**src/design/mpe_pkg.sv**
```systemverilog
// Package for the mosaic pixelate engine: item types, codes, controller states,
// controller/datapath command and status structs, and the divide-by-five helper.
// No dependencies.
package mpe_pkg;

	// Storage defaults
	localparam int MAX_WIDTH_DEF  = 512;
	localparam int MAX_HEIGHT_DEF = 512;

	// Field widths
	localparam int PIX_W   = 9;   // pos_x / pos_y
	localparam int BS_W    = 8;   // block_size
	localparam int DIM_W   = 10;  // frame_width / frame_height
	localparam int COORD_W = 10;  // sample coordinate, origin plus offset
	localparam int LIN_W   = 20;  // linear sample address and frame area
	localparam int CH_W    = 8;   // one colour channel
	localparam int SUM_W   = 11;  // sum of five channel values
	localparam int CFG_IDX_W = 2;

	// Reset values of the registers
	localparam logic [BS_W-1:0]  BLOCK_SIZE_RST   = 8'd16;
	localparam logic [DIM_W-1:0] FRAME_WIDTH_RST  = 10'd512;
	localparam logic [DIM_W-1:0] FRAME_HEIGHT_RST = 10'd512;

	// Register indexes
	localparam logic [CFG_IDX_W-1:0] CFG_BLOCK_SIZE   = 2'd0;
	localparam logic [CFG_IDX_W-1:0] CFG_FRAME_WIDTH  = 2'd1;
	localparam logic [CFG_IDX_W-1:0] CFG_FRAME_HEIGHT = 2'd2;

	// Item operations
	localparam logic OP_LOAD  = 1'b0;
	localparam logic OP_QUERY = 1'b1;

	// Sample order
	localparam int SMP_W = 3;
	localparam logic [SMP_W-1:0] SMP_TOP_LEFT     = 3'd0;
	localparam logic [SMP_W-1:0] SMP_TOP_RIGHT    = 3'd1;
	localparam logic [SMP_W-1:0] SMP_CENTRE       = 3'd2;
	localparam logic [SMP_W-1:0] SMP_BOTTOM_LEFT  = 3'd3;
	localparam logic [SMP_W-1:0] SMP_BOTTOM_RIGHT = 3'd4;

	// Divide by five: floor(x * 1639 / 2^13) is exact for x below 2730
	localparam int DIV5_W = 22;
	localparam logic [DIV5_W-1:0] DIV5_RECIP = 22'd1639;
	localparam int DIV5_SHIFT = 13;

	typedef struct packed {
		logic            op;
		logic [PIX_W-1:0] pos_x;
		logic [PIX_W-1:0] pos_y;
		logic [CH_W-1:0]  red_in;
		logic [CH_W-1:0]  green_in;
		logic [CH_W-1:0]  blue_in;
	} in_item_t;

	typedef struct packed {
		logic [CH_W-1:0] red_out;
		logic [CH_W-1:0] green_out;
		logic [CH_W-1:0] blue_out;
	} out_item_t;

	typedef enum logic [3:0] {
		ST_IDLE,
		ST_LD_ADDR,
		ST_LD_WRITE,
		ST_DIV,
		ST_SMP_COORD,
		ST_SMP_ADDR,
		ST_SMP_CHECK,
		ST_DRAIN,
		ST_FINISH
	} state_t;

	typedef struct packed {
		logic capture;   // take in a new item
		logic div_step;  // one remainder bit for x and y
		logic coord;     // register the current sample's coordinates
		logic addr;      // register the linear address
		logic wr;        // write the loaded pixel
		logic rd;        // read the current sample
		logic smp_next;  // move to the next sample
		logic emit;      // load the output register
	} dp_cmd_t;

	typedef struct packed {
		logic div_last;
		logic in_range;
		logic smp_last;
		logic out_free;
	} dp_sts_t;

	function automatic logic [CH_W-1:0] div5(input logic [SUM_W-1:0] x);
		logic [DIV5_W-1:0] p;
		p = DIV5_W'(x) * DIV5_RECIP;
		return p[DIV5_SHIFT +: CH_W];
	endfunction

endpackage

```
**src/design/mpe_ctrl.sv**
```systemverilog
// Controller of the mosaic pixelate engine: sequences loads and queries.
// Depends on mpe_pkg.
module mpe_ctrl (
	input  logic              clk,
	input  logic              arst_n,
	input  logic              in_valid,
	input  logic              in_op,
	output logic              in_stall,
	input  mpe_pkg::dp_sts_t  sts,
	output mpe_pkg::dp_cmd_t  cmd
);

	mpe_pkg::state_t state_q, state_nxt;
	logic accept;

	assign accept = in_valid && (state_q == mpe_pkg::ST_IDLE);

	// State register
	always_ff @(posedge clk or negedge arst_n) begin
		if (!arst_n) begin
			state_q <= mpe_pkg::ST_IDLE;
		end else begin
			state_q <= state_nxt;
		end
	end

	// Next state
	always_comb begin
		state_nxt = state_q;
		case (state_q)
			mpe_pkg::ST_IDLE: begin
				if (accept) begin
					state_nxt = (in_op == mpe_pkg::OP_QUERY) ? mpe_pkg::ST_DIV
						: mpe_pkg::ST_LD_ADDR;
				end
			end
			mpe_pkg::ST_LD_ADDR:   state_nxt = mpe_pkg::ST_LD_WRITE;
			mpe_pkg::ST_LD_WRITE:  state_nxt = mpe_pkg::ST_IDLE;
			mpe_pkg::ST_DIV: begin
				if (sts.div_last) begin
					state_nxt = mpe_pkg::ST_SMP_COORD;
				end
			end
			mpe_pkg::ST_SMP_COORD: state_nxt = mpe_pkg::ST_SMP_ADDR;
			mpe_pkg::ST_SMP_ADDR:  state_nxt = mpe_pkg::ST_SMP_CHECK;
			mpe_pkg::ST_SMP_CHECK: begin
				// first sample beyond the frame ends accumulation
				if (!sts.in_range) begin
					state_nxt = mpe_pkg::ST_FINISH;
				end else if (sts.smp_last) begin
					state_nxt = mpe_pkg::ST_DRAIN;
				end else begin
					state_nxt = mpe_pkg::ST_SMP_COORD;
				end
			end
			mpe_pkg::ST_DRAIN:     state_nxt = mpe_pkg::ST_FINISH;
			mpe_pkg::ST_FINISH: begin
				if (sts.out_free) begin
					state_nxt = mpe_pkg::ST_IDLE;
				end
			end
			default:               state_nxt = mpe_pkg::ST_IDLE;
		endcase
	end

	// Outputs
	always_comb begin
		in_stall     = (state_q != mpe_pkg::ST_IDLE);
		cmd          = '0;
		cmd.capture  = accept;
		cmd.div_step = (state_q == mpe_pkg::ST_DIV);
		cmd.coord    = (state_q == mpe_pkg::ST_SMP_COORD);
		cmd.addr     = (state_q == mpe_pkg::ST_LD_ADDR) || (state_q == mpe_pkg::ST_SMP_ADDR);
		cmd.wr       = (state_q == mpe_pkg::ST_LD_WRITE) && sts.in_range;
		cmd.rd       = (state_q == mpe_pkg::ST_SMP_CHECK) && sts.in_range;
		cmd.smp_next = (state_q == mpe_pkg::ST_SMP_CHECK) && sts.in_range && !sts.smp_last;
		cmd.emit     = (state_q == mpe_pkg::ST_FINISH) && sts.out_free;
	end

endmodule

```
**config.mk**
```make
export PLATFORM = sky130hd
export DESIGN_NAME = mpe_ctrl
export DESIGN_NICKNAME = d
export VERILOG_FILES = /design/src/design/mpe_pkg.sv /design/src/design/mpe_ctrl.sv
export SDC_FILE = /design/constraint.sdc
export NUM_CORES = 1
export LEC_CHECK = 0
export BUFFER_PORTS_ARGS = -buffer_cell sky130_fd_sc_hd__clkbuf_2
export CELL_PAD_IN_SITES_DETAIL_PLACEMENT = 0
export CELL_PAD_IN_SITES_GLOBAL_PLACEMENT = 1
export CORE_AREA = 8 8 45 47
export CTS_BUF_LIST = sky130_fd_sc_hd__clkbuf_4 sky130_fd_sc_hd__clkbuf_8 sky130_fd_sc_hd__clkbuf_16
export DETAILED_ROUTE_END_ITERATION = 8
export DIE_AREA = 0 0 53 55
export PLACE_DENSITY = 0.61
export SLEW_MARGIN = 20
export SYNTH_ARGS = -nofsm -noshare
export SYNTH_HDL_FRONTEND = slang
export SYNTH_SLANG_ARGS = --single-unit
```
**constraint.sdc**
```tcl
create_clock -name clk -period 2 [get_ports clk]
set_clock_uncertainty 0.2 [all_clocks]
set_input_delay 0.3 -clock clk [delete_from_list [all_inputs] [get_ports clk]]
set_output_delay 0.3 -clock clk [all_outputs]
set_load 0.05 [all_outputs]
```
==> metrics.yaml <==
critical_path:
  endpoint_kind: "output pin"
  regToRegStartpoint: "state_q[1]$_DFFE_PN0P_"
  crit_path_start_kind: "flip-flop"
  path_max_fanout: 7
  crit_start: "state_q[3]$_DFFE_PN0P_"
  arrival_ns: 1.42
  crit_required_ns: 1.50
  crit_family: "flip-flops"
  cp_slowest_cell: "dfrtp_1"
  crit_chain: "nand2b_1 > nor2_1 > clkbuf_2"
  cpPeakStageDelay_ns: 0.45
  crit_buf_inv: 1
  critPathKind: "reg -> out"
cells_and_area:
  fin_area_um2: 434
  syn2layout_area_growth_pct: 37.7
  largest_register_ffs: 4
  largestRegisters: "state_q (4)"
  drive_gt1_share_pct: 40.0
  final_cells: 76
  multi_input_comb_area_um2: 186
  nets: 70
  num-fill-cells: 155
  regArea_um2: 101
  n_antenna_cell: 0
  largest_register: "state_q"
placed_design:
  io_buffers: 16
  dp_cells: 72
  gp_congestion: 0.725
  place_area_um2: 398
  dp_hpwl_um: 739
global_route:
  antenna_found_initial: 0
  grt_overflow_total: 0
  grt_pass1_wl_um: 1450
  grt_max_degree: 11
  grt_pass1_vias: 355
  grt.total_usage_pct: 7.17
clocking:
  cts_htree_levels: 1
  cts_tree: "built"
  cts_inserted_buffers: 3
  cts.sinks: 4
  cts_setup_buffers: 0
  cts_root_buf: "clkbuf_4"
  path_clk_slew_ns: 0.04
  insertion_delay_ns: 0.25
  cts_max_path_buffers: 2
synth:
  synth_top_flop_cell: "dfrtp_1"
  ys_seq_area_share_pct: 31.7
  synth_cell_types: 19
  syn_avg_cell_area_um2: 7.33
  ys_seq_elements: 4
  ys_async_sr_fraction_pct: 100
  syn_nets: 51
  syn_inst: 43
  synth_edf_count: 0
  ys_warn_count: 0
  synth_area_um2: 315
pwr:
  powerDensity_nw_per_um2: 1590
  p_leak_uw: 0.000221
  vdd_ir_drop_max_uv: 350
die:
  core_um2: 1380
  start_util_pct: 22.8
  ios: 17
  die_w_um: 53
  die_area_um2: 2920
  die_h_um: 55
  rows: 14
worst_hold_path:
  hold_path_class: "in -> reg"
  min_from: "sts[0]"
route:
  vias: 339
  drtIter0Drc: 4
  via_per_inst: 4.46
  first_pass_iters: 5
  avgRoutedWirePerCell_um: 11.9
  totalWireLength_um: 908
  ant_nets: 0
  drc: 0
sta:
  min_period_over_period_pct: 95.9
  worstMarginPinSlew_ns: 0.282
  maxSlewViolCount: 0
  hold_viol: 0
  setup_viol: 0
  fmax_mhz: 521
  relSlewSlack_pct: 81.3
  period_needed_ns: 1.92
status:
  status: "finished, final reports clean"
run:
  cap_violations: 0
cell type report:
class / count / area share (%)
repair buffers: 17 / 21.3
inverters: 3 / 2.59
well taps: 16 / 4.61
clock buffers: 3 / 5.19
multi-input cells: 33 / 42.9
flip-flops and latches: 4 / 23.3
path summary, 6_finish.rpt:
kind                                                to  slack, ns  depth (start not counted)
worst min register to register  state_q[0]$_DFFE_PN0P_       0.43                          1
worst max register to register  state_q[0]$_DFFE_PN0P_       0.51                          4
min in group asynchronous       state_q[3]$_DFFE_PN0P_       0.19                          2
worst max-delay path                            cmd[2]       0.08                          3
max in group asynchronous       state_q[2]$_DFFE_PN0P_       1.26                          2
worst min-delay path            state_q[3]$_DFFE_PN0P_        0.1                          2
worst reg2reg max path, stage by stage (launching register included):
cell and delay (ns):
dfrtp_1 0.44, inv_2 0.09, a211oi_1 0.06, or3_4 0.39, o31ai_2 0.22
stage by stage:
stage / setup TNS, ns / setup slack, ns / hold slack, ns / util (%) / total power, µW
6_report: 0 / 0.0822 / 0.0959 / 31.4 / 691
5_1_grt: -0.0146 / -0.0146 / 0.0914 / 31.4 / 743
4_1_cts: 0 / 0.0267 / 0.0795 / 31.1 / 701
3_5_place_dp: 0 / 0.284 / -0.0840 / 28.8 / 585
3_3_place_gp: 0 / 0.248 / -0.0912 / 28.8 / 594
2_1_floorplan: -0.652 / -0.233 / -0.196 / - / 526
kinds of logic (layout without fill, tap and decap cells):
kind of cell / count (synthesis) / in the layout / share of synthesized area [%]
flip-flops: 4 / 4 / 31.7
AND/OR/NAND/NOR: 25 / 25 / 40.5
AO/OA/AOI/OAI: 8 / 8 / 17.1
buffers and inverters: 6 / 23 / 10.7
cell usage in the layout (no fill, tap or decap):
cell / n
and3_1: 1
nand2_1: 3
inv_2: 1
clkbuf_4: 4
a21oi_1: 2
nand3b_1: 2
nor3_2: 1
o31ai_2: 1
and2_1: 1
o21a_1: 1
o21ai_0: 2
clkbuf_2: 13
inv_1: 2
nand2b_1: 2
nor2_1: 9
nor2b_1: 1
or3_4: 1
a211oi_1: 1
o22ai_1: 1
dlygate4sd3_1: 1
dfrtp_2: 1
nor3_1: 4
buf_2: 2
dfrtp_1: 3
metal layers:
layer / track usage, % / wire length [µm] / up-vias
met3: 2.14 / 55 / 3
met2: 12.1 / 487 / 8
li1: - / - / 178
met1: 5.66 / 333 / 150
met5: 0 / 0 / -
met4: 10.3 / 31 / 0
Yosys cell counts, types with 2 or more instances:
cell type	n	area, µm²
nor2_1	9	33.8
nor3_1	5	25.0
dfrtp_1	4	100
buf_4	3	22.5
nand2_1	3	11.3
a21oi_1	2	10.0
inv_1	2	7.51
nand2b_1	2	12.5
nand3b_1	2	15.0
o21ai_0	2	10.0
where the power goes:
part	leakage [µW]	total, µW	switching (µW)	internal [µW]
logic	0.000156	418	289	129
clock network	0.0000138	108	40.0	67.6
registers	0.0000516	165	56.5	109
what timing repair did:
action | CTS | global route
hold buffers | 1 | 0
endpoints found under the setup margin | 0 | 5
endpoints found under the hold margin | 4 | 0
gates resized for setup | 0 | 5
No activity file was read; power rests on OpenSTA's default activity.
